## src/rtl/iwm_pkg.sv

```systemverilog
`timescale 1ns / 1ps

package iwm_pkg;

  localparam int SAMPLE_BITS = 16;
  localparam int DIFF_W      = SAMPLE_BITS + 1;   // window span, signed
  localparam int SUM_W       = SAMPLE_BITS + 4;   // mode sum, signed
  localparam int NUM_W       = SUM_W + 9;         // scaled numerator, signed
  localparam int DEN_W       = DIFF_W + 2;        // signed denominator, up to 4 * span
  localparam int MAG_W       = DEN_W - 1;         // denominator magnitude
  localparam int REM_W       = NUM_W;             // divider remainder, unsigned
  localparam int FOLD_SHIFT  = 9;                 // 512 = 1 << FOLD_SHIFT
  localparam int QUOT_BITS   = FOLD_SHIFT + 1;    // quotient bits, top two flag overflow
  localparam int LEVEL_W     = 8;
  localparam int CFG_INDEX_W = 3;
  localparam int IN_DATA_W   = ((3 * SAMPLE_BITS + 7) / 8) * 8;

  localparam logic [1:0] VIEW_DIRECT   = 2'd0;
  localparam logic [1:0] VIEW_INVERTED = 2'd1;
  localparam logic [1:0] VIEW_DIFF     = 2'd2;
  localparam logic [1:0] VIEW_BLEND    = 2'd3;

  localparam logic [1:0] POL_ZERO = 2'd0;
  localparam logic [1:0] POL_FULL = 2'd1;
  localparam logic [1:0] POL_FOLD = 2'd2;

  localparam logic [CFG_INDEX_W-1:0] REG_WINDOW_LOW   = CFG_INDEX_W'(0);
  localparam logic [CFG_INDEX_W-1:0] REG_WINDOW_HIGH  = CFG_INDEX_W'(1);
  localparam logic [CFG_INDEX_W-1:0] REG_VIEW_MODE    = CFG_INDEX_W'(2);
  localparam logic [CFG_INDEX_W-1:0] REG_ABOVE_POLICY = CFG_INDEX_W'(3);
  localparam logic [CFG_INDEX_W-1:0] REG_BELOW_POLICY = CFG_INDEX_W'(4);

  localparam logic [LEVEL_W-1:0] LEVEL_ZERO = LEVEL_W'(0);
  localparam logic [LEVEL_W-1:0] LEVEL_MID  = LEVEL_W'(128);
  localparam logic [LEVEL_W-1:0] LEVEL_MAX  = LEVEL_W'(255);

  typedef struct packed {
    logic signed [SAMPLE_BITS-1:0] window_low;
    logic signed [SAMPLE_BITS-1:0] window_high;
    logic [1:0]                    view_mode;
    logic [1:0]                    above_policy;
    logic [1:0]                    below_policy;
  } cfg_t;

  // result already settled ahead of the divider
  typedef struct packed {
    logic               forced;
    logic [LEVEL_W-1:0] level;
    logic               empty;
  } side_t;

endpackage

```

## src/rtl/iwm_front.sv

```systemverilog
`timescale 1ns / 1ps

module iwm_front (
  input  logic                                    clk,
  input  logic                                    rst,
  input  iwm_pkg::cfg_t                           cfg,
  input  logic                                    in_valid,
  output logic                                    in_ready,
  input  logic signed [iwm_pkg::SAMPLE_BITS-1:0]  center,
  input  logic signed [iwm_pkg::SAMPLE_BITS-1:0]  prior,
  input  logic signed [iwm_pkg::SAMPLE_BITS-1:0]  following,
  input  logic                                    present,
  output logic                                    out_valid,
  input  logic                                    out_ready,
  output logic signed [iwm_pkg::NUM_W-1:0]        out_nn,
  output logic [iwm_pkg::MAG_W-1:0]               out_dd,
  output iwm_pkg::side_t                          out_side
);
  import iwm_pkg::*;

  logic                     v1, blend1, diff1;
  logic signed [SUM_W-1:0]  s1;
  logic signed [DIFF_W-1:0] d1;
  side_t                    side1;
  logic                     ready1, ready2;

  logic signed [SUM_W-1:0]  c_x, p_x, f_x, lo_x, hi_x, s_next;
  logic signed [DIFF_W-1:0] d_next;
  side_t                    side_next;

  logic signed [NUM_W-1:0]  n_x, nn_next;
  logic signed [DEN_W-1:0]  den_x, den_abs;
  logic                     neg;

  assign ready2   = !out_valid || out_ready;
  assign ready1   = !v1 || ready2;
  assign in_ready = ready1;

  always_comb begin
    c_x    = SUM_W'(center);
    p_x    = SUM_W'(prior);
    f_x    = SUM_W'(following);
    lo_x   = SUM_W'(cfg.window_low);
    hi_x   = SUM_W'(cfg.window_high);
    d_next = DIFF_W'(cfg.window_high) - DIFF_W'(cfg.window_low);
    case (cfg.view_mode)
      VIEW_DIRECT:   s_next = c_x - lo_x;
      VIEW_INVERTED: s_next = hi_x - c_x;
      VIEW_DIFF:     s_next = c_x - p_x;
      default:       s_next = p_x + (c_x <<< 1) + f_x - (lo_x <<< 2);
    endcase
    side_next.empty  = (d_next == '0);
    side_next.forced = side_next.empty || (cfg.view_mode == VIEW_DIFF && !present);
    side_next.level  = side_next.empty ? LEVEL_ZERO : LEVEL_MID;
  end

  always_ff @(posedge clk) begin
    if (rst) begin
      v1 <= 1'b0;
    end else if (ready1) begin
      v1 <= in_valid;
    end
    if (ready1 && in_valid) begin
      s1     <= s_next;
      d1     <= d_next;
      blend1 <= (cfg.view_mode == VIEW_BLEND);
      diff1  <= (cfg.view_mode == VIEW_DIFF);
      side1  <= side_next;
    end
  end

  // times 255 as shift minus one, difference mode adds 128 spans
  always_comb begin
    n_x = (NUM_W'(s1) <<< 8) - NUM_W'(s1)
          + (diff1 ? (NUM_W'(d1) <<< 7) : NUM_W'(0));
    den_x   = blend1 ? (DEN_W'(d1) <<< 2) : DEN_W'(d1);
    neg     = den_x[DEN_W-1];
    nn_next = neg ? -n_x : n_x;
    den_abs = neg ? -den_x : den_x;
  end

  always_ff @(posedge clk) begin
    if (rst) begin
      out_valid <= 1'b0;
    end else if (ready2) begin
      out_valid <= v1;
    end
    if (ready2 && v1) begin
      out_nn   <= nn_next;
      out_dd   <= den_abs[MAG_W-1:0];
      out_side <= side1;
    end
  end

endmodule

```

## src/rtl/iwm_classify.sv

```systemverilog
`timescale 1ns / 1ps

module iwm_classify (
  input  logic                              clk,
  input  logic                              rst,
  input  iwm_pkg::cfg_t                     cfg,
  input  logic                              in_valid,
  output logic                              in_ready,
  input  logic signed [iwm_pkg::NUM_W-1:0]  in_nn,
  input  logic [iwm_pkg::MAG_W-1:0]         in_dd,
  input  iwm_pkg::side_t                    in_side,
  output logic                              out_valid,
  input  logic                              out_ready,
  output logic [iwm_pkg::REM_W-1:0]         out_rem,
  output logic [iwm_pkg::REM_W-1:0]         out_div,
  output iwm_pkg::side_t                    out_side
);
  import iwm_pkg::*;

  logic                    v3, above3, below3;
  logic signed [NUM_W-1:0] nn3;
  logic [MAG_W-1:0]        dd3;
  side_t                   side3;
  logic                    ready3, ready4;

  logic [MAG_W+7:0]        top_x;
  logic                    above_next;

  logic signed [NUM_W-1:0] fold_x, neg_nn, m_x;
  side_t                   side_next;

  assign ready4   = !out_valid || out_ready;
  assign ready3   = !v3 || ready4;
  assign in_ready = ready3;

  always_comb begin
    top_x      = {in_dd, 8'd0} - {8'd0, in_dd};
    above_next = in_nn > $signed(NUM_W'(top_x));
  end

  always_ff @(posedge clk) begin
    if (rst) begin
      v3 <= 1'b0;
    end else if (ready3) begin
      v3 <= in_valid;
    end
    if (ready3 && in_valid) begin
      above3 <= above_next;
      below3 <= in_nn[NUM_W-1];
      nn3    <= in_nn;
      dd3    <= in_dd;
      side3  <= in_side;
    end
  end

  always_comb begin
    fold_x    = $signed(NUM_W'({dd3, {FOLD_SHIFT{1'b0}}})) - nn3;
    neg_nn    = -nn3;
    m_x       = nn3;
    side_next = side3;
    if (!side3.forced) begin
      if (above3) begin
        case (cfg.above_policy)
          POL_ZERO: begin
            side_next.forced = 1'b1;
            side_next.level  = LEVEL_ZERO;
          end
          POL_FOLD: begin
            m_x = fold_x;
            if (fold_x <= 0) begin
              side_next.forced = 1'b1;
              side_next.level  = LEVEL_ZERO;
            end
          end
          default: begin
            side_next.forced = 1'b1;
            side_next.level  = LEVEL_MAX;
          end
        endcase
      end else if (below3) begin
        case (cfg.below_policy)
          POL_FULL: begin
            side_next.forced = 1'b1;
            side_next.level  = LEVEL_MAX;
          end
          POL_FOLD: m_x = neg_nn;
          default: begin
            side_next.forced = 1'b1;
            side_next.level  = LEVEL_ZERO;
          end
        endcase
      end
    end
  end

  always_ff @(posedge clk) begin
    if (rst) begin
      out_valid <= 1'b0;
    end else if (ready4) begin
      out_valid <= v3;
    end
    if (ready4 && v3) begin
      out_rem  <= REM_W'(m_x);
      out_div  <= REM_W'({dd3, {FOLD_SHIFT{1'b0}}});
      out_side <= side_next;
    end
  end

endmodule

```

## src/rtl/iwm_cell.sv

```systemverilog
`timescale 1ns / 1ps

module iwm_cell (
  input  logic                             clk,
  input  logic                             rst,
  input  logic                             in_valid,
  output logic                             in_ready,
  input  logic [iwm_pkg::REM_W-1:0]        in_rem,
  input  logic [iwm_pkg::REM_W-1:0]        in_div,
  input  logic [iwm_pkg::QUOT_BITS-1:0]    in_quot,
  input  iwm_pkg::side_t                   in_side,
  output logic                             out_valid,
  input  logic                             out_ready,
  output logic [iwm_pkg::REM_W-1:0]        out_rem,
  output logic [iwm_pkg::REM_W-1:0]        out_div,
  output logic [iwm_pkg::QUOT_BITS-1:0]    out_quot,
  output iwm_pkg::side_t                   out_side
);
  import iwm_pkg::*;

  logic ge;

  assign in_ready = !out_valid || out_ready;
  assign ge       = (in_rem >= in_div);

  // one restoring step, divisor handed on already aligned for the next bit
  always_ff @(posedge clk) begin
    if (rst) begin
      out_valid <= 1'b0;
    end else if (in_ready) begin
      out_valid <= in_valid;
    end
    if (in_ready && in_valid) begin
      out_rem  <= ge ? (in_rem - in_div) : in_rem;
      out_div  <= in_div >> 1;
      out_quot <= {in_quot[QUOT_BITS-2:0], ge};
      out_side <= in_side;
    end
  end

endmodule

```

## src/rtl/intensity_window_mapper_unit.sv

```systemverilog
`timescale 1ns / 1ps
// registers from input transaction to result: front 2, classify 2,
//   one divider cell per quotient bit 10, output register 1
// throughput: one item per cycle while m_tready does not stall, set by the pipelined restoring divider cells
// reset: synchronous, clears every valid flag and loads the default window
//   0..255, direct view, saturating above and zeroing below

module intensity_window_mapper_unit (
  input  logic                                   clk,
  input  logic                                   rst,
  input  logic                                   s_tvalid,
  output logic                                   s_tready,
  // center_sample, prior_sample, following_sample
  input  logic [iwm_pkg::IN_DATA_W-1:0]          s_tdata,
  // prior_present
  input  logic                                   s_tuser,
  output logic                                   m_tvalid,
  input  logic                                   m_tready,
  // display_level
  output logic [iwm_pkg::LEVEL_W-1:0]            m_tdata,
  // window_empty
  output logic                                   m_tuser,
  input  logic                                   cfg_valid,
  output logic                                   cfg_ready,
  input  logic [iwm_pkg::CFG_INDEX_W-1:0]        cfg_index,
  input  logic [iwm_pkg::SAMPLE_BITS-1:0]        cfg_data
);
  import iwm_pkg::*;

  cfg_t cfg;

  logic                    f_valid, f_ready;
  logic signed [NUM_W-1:0] f_nn;
  logic [MAG_W-1:0]        f_dd;
  side_t                   f_side;

  logic                    c_valid [QUOT_BITS+1];
  logic                    c_ready [QUOT_BITS+1];
  logic [REM_W-1:0]        c_rem   [QUOT_BITS+1];
  logic [REM_W-1:0]        c_div   [QUOT_BITS+1];
  logic [QUOT_BITS-1:0]    c_quot  [QUOT_BITS+1];
  side_t                   c_side  [QUOT_BITS+1];

  logic                    last_ready;
  logic [LEVEL_W-1:0]      level_next;

  assign cfg_ready = 1'b1;

  always_ff @(posedge clk) begin
    if (rst) begin
      cfg.window_low   <= '0;
      cfg.window_high  <= SAMPLE_BITS'(255);
      cfg.view_mode    <= VIEW_DIRECT;
      cfg.above_policy <= POL_FULL;
      cfg.below_policy <= POL_ZERO;
    end else if (cfg_valid) begin
      case (cfg_index)
        REG_WINDOW_LOW:   cfg.window_low   <= cfg_data;
        REG_WINDOW_HIGH:  cfg.window_high  <= cfg_data;
        REG_VIEW_MODE:    cfg.view_mode    <= cfg_data[1:0];
        REG_ABOVE_POLICY: cfg.above_policy <= cfg_data[1:0];
        REG_BELOW_POLICY: cfg.below_policy <= cfg_data[1:0];
        default: ;
      endcase
    end
  end

  iwm_front u_front (
    .clk       (clk),
    .rst       (rst),
    .cfg       (cfg),
    .in_valid  (s_tvalid),
    .in_ready  (s_tready),
    .center    (s_tdata[SAMPLE_BITS-1:0]),
    .prior     (s_tdata[2*SAMPLE_BITS-1:SAMPLE_BITS]),
    .following (s_tdata[3*SAMPLE_BITS-1:2*SAMPLE_BITS]),
    .present   (s_tuser),
    .out_valid (f_valid),
    .out_ready (f_ready),
    .out_nn    (f_nn),
    .out_dd    (f_dd),
    .out_side  (f_side)
  );

  iwm_classify u_classify (
    .clk       (clk),
    .rst       (rst),
    .cfg       (cfg),
    .in_valid  (f_valid),
    .in_ready  (f_ready),
    .in_nn     (f_nn),
    .in_dd     (f_dd),
    .in_side   (f_side),
    .out_valid (c_valid[0]),
    .out_ready (c_ready[0]),
    .out_rem   (c_rem[0]),
    .out_div   (c_div[0]),
    .out_side  (c_side[0])
  );

  assign c_quot[0] = '0;

  for (genvar i = 0; i < QUOT_BITS; i++) begin : g_cell
    iwm_cell u_cell (
      .clk       (clk),
      .rst       (rst),
      .in_valid  (c_valid[i]),
      .in_ready  (c_ready[i]),
      .in_rem    (c_rem[i]),
      .in_div    (c_div[i]),
      .in_quot   (c_quot[i]),
      .in_side   (c_side[i]),
      .out_valid (c_valid[i+1]),
      .out_ready (c_ready[i+1]),
      .out_rem   (c_rem[i+1]),
      .out_div   (c_div[i+1]),
      .out_quot  (c_quot[i+1]),
      .out_side  (c_side[i+1])
    );
  end

  assign last_ready           = !m_tvalid || m_tready;
  assign c_ready[QUOT_BITS]   = last_ready;

  // quotient of 256 or more saturates
  always_comb begin
    if (c_side[QUOT_BITS].forced) begin
      level_next = c_side[QUOT_BITS].level;
    end else if (|c_quot[QUOT_BITS][QUOT_BITS-1:LEVEL_W]) begin
      level_next = LEVEL_MAX;
    end else begin
      level_next = c_quot[QUOT_BITS][LEVEL_W-1:0];
    end
  end

  always_ff @(posedge clk) begin
    if (rst) begin
      m_tvalid <= 1'b0;
    end else if (last_ready) begin
      m_tvalid <= c_valid[QUOT_BITS];
    end
    if (last_ready && c_valid[QUOT_BITS]) begin
      m_tdata <= level_next;
      m_tuser <= c_side[QUOT_BITS].empty;
    end
  end

  a_empty_zero: assert property (@(posedge clk) disable iff (rst)
    m_tvalid && m_tuser |-> m_tdata == LEVEL_ZERO)
    else $error("empty window result with nonzero level");

  a_drained_ready: assert property (@(posedge clk) disable iff (rst)
    !m_tvalid |-> s_tready)
    else $error("input stalled while output register empty");

  a_reset_clears: assert property (@(posedge clk)
    $past(rst) && !rst |-> !m_tvalid)
    else $error("result valid right after reset");

  a_forced_divider_free: assert property (@(posedge clk) disable iff (rst)
    c_valid[QUOT_BITS] && c_side[QUOT_BITS].empty |-> c_side[QUOT_BITS].forced)
    else $error("empty window reached output without forced level");

endmodule
```

## config.mk

```make
export PLATFORM = sky130hd
export DESIGN_NAME = intensity_window_mapper_unit
export DESIGN_NICKNAME = d
export VERILOG_FILES = /design/src/rtl/iwm_pkg.sv /design/src/rtl/iwm_front.sv /design/src/rtl/iwm_classify.sv /design/src/rtl/iwm_cell.sv /design/src/rtl/intensity_window_mapper_unit.sv
export SDC_FILE = /design/constraint.sdc
export NUM_CORES = 2
export LEC_CHECK = 0
export BUFFER_PORTS_ARGS = -buffer_cell sky130_fd_sc_hd__clkbuf_2
export CAP_MARGIN = 25
export CORE_AREA = 2 2 277 279
export CTS_BUF_LIST = sky130_fd_sc_hd__clkbuf_2
export DETAILED_ROUTE_END_ITERATION = 12
export DIE_AREA = 0 0 279 281
export HOLD_SLACK_MARGIN = 0.03
export PLACE_DENSITY = 0.91
export SYNTH_ARGS = -nofsm -noshare
export SYNTH_HDL_FRONTEND = slang
export SYNTH_SLANG_ARGS = --single-unit
export TNS_END_PERCENT = 30
```

## constraint.sdc

```tcl
create_clock -name clk -period 14.2 [get_ports clk]
set_input_delay 2.84 -clock clk [delete_from_list [all_inputs] [get_ports clk]]
set_output_delay 2.84 -clock clk [all_outputs]
set_load 0.05 [all_outputs]
```

==> results_dict.tcl <==
set metrics [dict create \
    dp_slack_ns 5.259 \
    syn_inst 4410 \
    gp_congestion 0.9443 \
    tightest_slew_ns 1.046 \
    status "finished clean" \
    nNetsFinal 5115 \
    dpl_cell_area_um2 48640 \
    grt_use_total_pct 28.50 \
    setup_viol 0 \
    tritoncts "built" \
    insertion_delay_ns 1.50 \
    reg2reg_to "u_classify.above3" \
    cts_made_buffers 192 \
    drv_cap 0 \
    hpwl_um 84090 \
    fmax_mhz 110.6 \
    power.density_nw_per_um2 102.0 \
    synth_area_um2 46970 \
    antenna_left 0 \
    layout_commonest_cell "edfxtp_1" \
    fin_worst_skew_ns 0.1752 \
    worstReg2RegStart "u_front.out_dd[8]" \
    start_util_pct 62.26 \
    ys_warn_count 0 \
    clock_sinks 774 \
    syn_nets 4896 \
    grt_pass1_vias 34731 \
    cts_resized 0 \
    hold_viol 0 \
    hp-start "g_cell[0].u_cell.out_div[20]" \
    r2r_cells 22 \
    yosysSeqAreaShare_pct 48.36 \
    synth.distinct_cells 102 \
    r2r_slack_ns 9.44 \
    drive_gt1_share_pct 11.36 \
    pwr-share-comb_pct 19.7 \
    cts_max_level 4 \
    worstPathRequired_ns 11.36 \
    mostFrequentLayoutCells "edfxtp_1, inv_1, ha_1" \
    antenna_found_initial 3 \
    criticalPathCategory "input pin to output port" \
    clkTransAtPathRegs_ns 0.12 \
    route.detailed.drc 0 \
    power_frac_seq_pct 50.6 \
    ios 85 \
    io_buffers 83 \
    grt_max_degree 61 \
    clockBufferDepth 3 \
    crit_path_max_incr_delay_ns 0.56 \
    layout_setup_ws_ns 5.154 \
    switching_share_pct 31.48 \
    routed_wirelength_um 111800 \
    power_frac_clock_pct 29.7 \
    hold_buffers 0 \
    ys_ff_latch 774 \
    synth_area_per_cell_um2 10.65 \
    end_kind "output port" \
    fin_crit_sh_pct 63.70 \
    whs_path_depth 0 \
    setup_tns_ns 0 \
    grt_overflow 0 \
    crit_slowest_cell "and2_0" \
    p_leak_nw 20.02 \
    power_mw 5.153 \
    avgRoutedWirePerCell_um 19.37 \
    synthArstFlopShare_pct 0 \
    die_h_um 281 \
    slew_headroom_pct 30.15 \
    die_area_um2 78400 \
    p_sw_mw 1.622 \
    vias 35320 \
    cts-root-buf "clkbuf_2" \
    fp.dieW_um 279 \
    hold_path_class "register to register" \
    grt_pass1_wl_um 177000 \
    first_pass_iters 8 \
    start_kind "input pin" \
    cp_max_fo 7 \
    hold_path_end "g_cell[1].u_cell.out_div[19]" \
    rsz0062_at_grt "no" \
    arrival_ns 6.21 \
    area_growth_pct 7.608 \
    via_per_inst 6.122 \
    drv_slew 0 \
    synth-edff-count 721 \
    coreArea_um2 75440 \
    p_int_mw 3.530 \
    ys.flop_type "edfxtp_1" \
    drtIter0Drc 3833 \
    postCtsSetupBuffers 0 \
    path_cells "clkbuf_2 -> nor2b_1 -> nand3_1 -> nor2_1 -> and2_1 -> and3_1 -> nand2_1 -> nor2_1 -> and2_0 -> nand3_1 -> clkbuf_2" \
    period_needed_ns 9.046 \
    row_count 101 \
    whs_ns 0.3563 \
    ir_drop_mv 0.07511 \
    final_cell_area_um2 50540 \
]
-- power groups by stage --
stage,Combinational [mW],Sequential [mW],Clock [mW]
final,1.01,2.61,1.53
after global routing,1.12,2.61,1.66
after CTS,1.00,2.61,1.55
after detailed placement,0.992,2.66,0
after global placement,0.960,2.66,0
after floorplan,0.782,2.63,0
-- worst max path at each step --
stage                         from                 to  cells after the start
after detailed placement  m_tready           s_tready                     11
final                     m_tready           s_tready                     11
after global routing      m_tready           s_tready                     11
after global placement    m_tready           s_tready                     11
after floorplan           m_tready  u_front.out_dd[0]                     10
after CTS                 m_tready           s_tready                     11
-- cells in the mapped netlist, drive strengths merged, types with 31 or more instances --
library cell | number | area share (%)
edfxtp | 721 | 46
inv | 447 | 3.6
ha | 363 | 9.7
nand2 | 337 | 2.7
a21oi | 329 | 3.5
nor2 | 306 | 2.5
xnor2 | 229 | 4.3
o21ai | 210 | 2.2
xor2 | 117 | 2.2
a21o | 106 | 1.7
nor3 | 95 | 1.0
nand3 | 75 | 0.80
clkbuf | 74 | 0.59
nor2b | 60 | 0.80
dfxtp | 53 | 2.3
fa | 50 | 2.1
nand2b | 50 | 0.67
nand4 | 47 | 0.63
o21a | 47 | 0.75
o21bai | 41 | 0.66
mux2 | 39 | 0.94
or3 | 39 | 0.54
o31ai | 38 | 0.61
a31oi | 35 | 0.47
and3 | 35 | 0.47
nor4 | 35 | 0.47
o22ai | 34 | 0.45
a21boi | 31 | 0.50
-- registers in the layout, summed over array words and instances (netlist names), 3 cells and up --
name	cells
cfg	38
g_cell.u_cell.out_div	162
g_cell.u_cell.out_quot	55
g_cell.u_cell.out_rem	261
g_cell.u_cell.out_side	40
g_cell.u_cell.out_valid	10
m_tdata	8
u_classify.dd3	18
u_classify.nn3	29
u_classify.out_div	18
u_classify.out_rem	29
u_classify.out_side	4
u_classify.side3	3
u_front.d1	17
u_front.out_dd	18
u_front.out_nn	29
u_front.out_side	3
u_front.s1	20
u_front.side1	3
-- through the flow --
| stage | utilization (%) | instances |
|---|---|---|
| final | 66.99 | 5769 |
| after global routing | 66.99 | 5768 |
| after CTS | 66.89 | 5763 |
| after detailed placement | 64.48 | 5409 |
| after global placement | 64.41 | 5407 |
| after floorplan | - | 4410 |
-- cell families (layout without fill, tap and decap cells) --
| family | after synthesis | count (layout) | share of synthesized area (%) |
|---|---|---|---|
| XOR/XNOR | 346 | 346 | 6.452 |
| adder cells (fa/ha/maj) | 413 | 413 | 11.80 |
| other | 1 | 3 | 0.007984 |
| AND/OR/NAND/NOR | 1206 | 1206 | 12.65 |
| flip-flops | 774 | 774 | 48.36 |
| buffers and inverters | 535 | 914 | 4.318 |
| AO/OA/AOI/OAI | 1059 | 1059 | 14.45 |
| multiplexers | 76 | 76 | 1.963 |
-- area by class of cell --
| cell class | instances | area (um^2) |
|---|---|---|
| diodes | 2 | 5.005 |
| clock buffers | 266 | 1331 |
| clock inverters | 88 | 486.7 |
| fillers | 5220 | 24900 |
| inverters | 447 | 1678 |
| multi-input cells | 3101 | 22390 |
| flip-flops and latches | 774 | 22710 |
| well taps | 978 | 1224 |
| repair buffers | 113 | 718.2 |
-- worst max-delay path, delay by kind of cell --
family	cells	cell delay (ns)
buf+inv	2	0.39
simple gates	9	2.95
-- layer usage --
| layer | part of all wire (%) | GRT usage, % | wire length, um | up-vias |
|---|---|---|---|---|
| met4 | 5.6 | 16.58 | 6308 | 0 |
| met2 | 50 | 50.48 | 55980 | 1519 |
| li1 | - | - | - | 16621 |
| met3 | 6.5 | 5.196 | 7222 | 436 |
| met5 | 0 | 0 | 0 | - |
| met1 | 38 | 32.32 | 42250 | 16744 |
No activity file was read; power rests on OpenSTA's default activity.
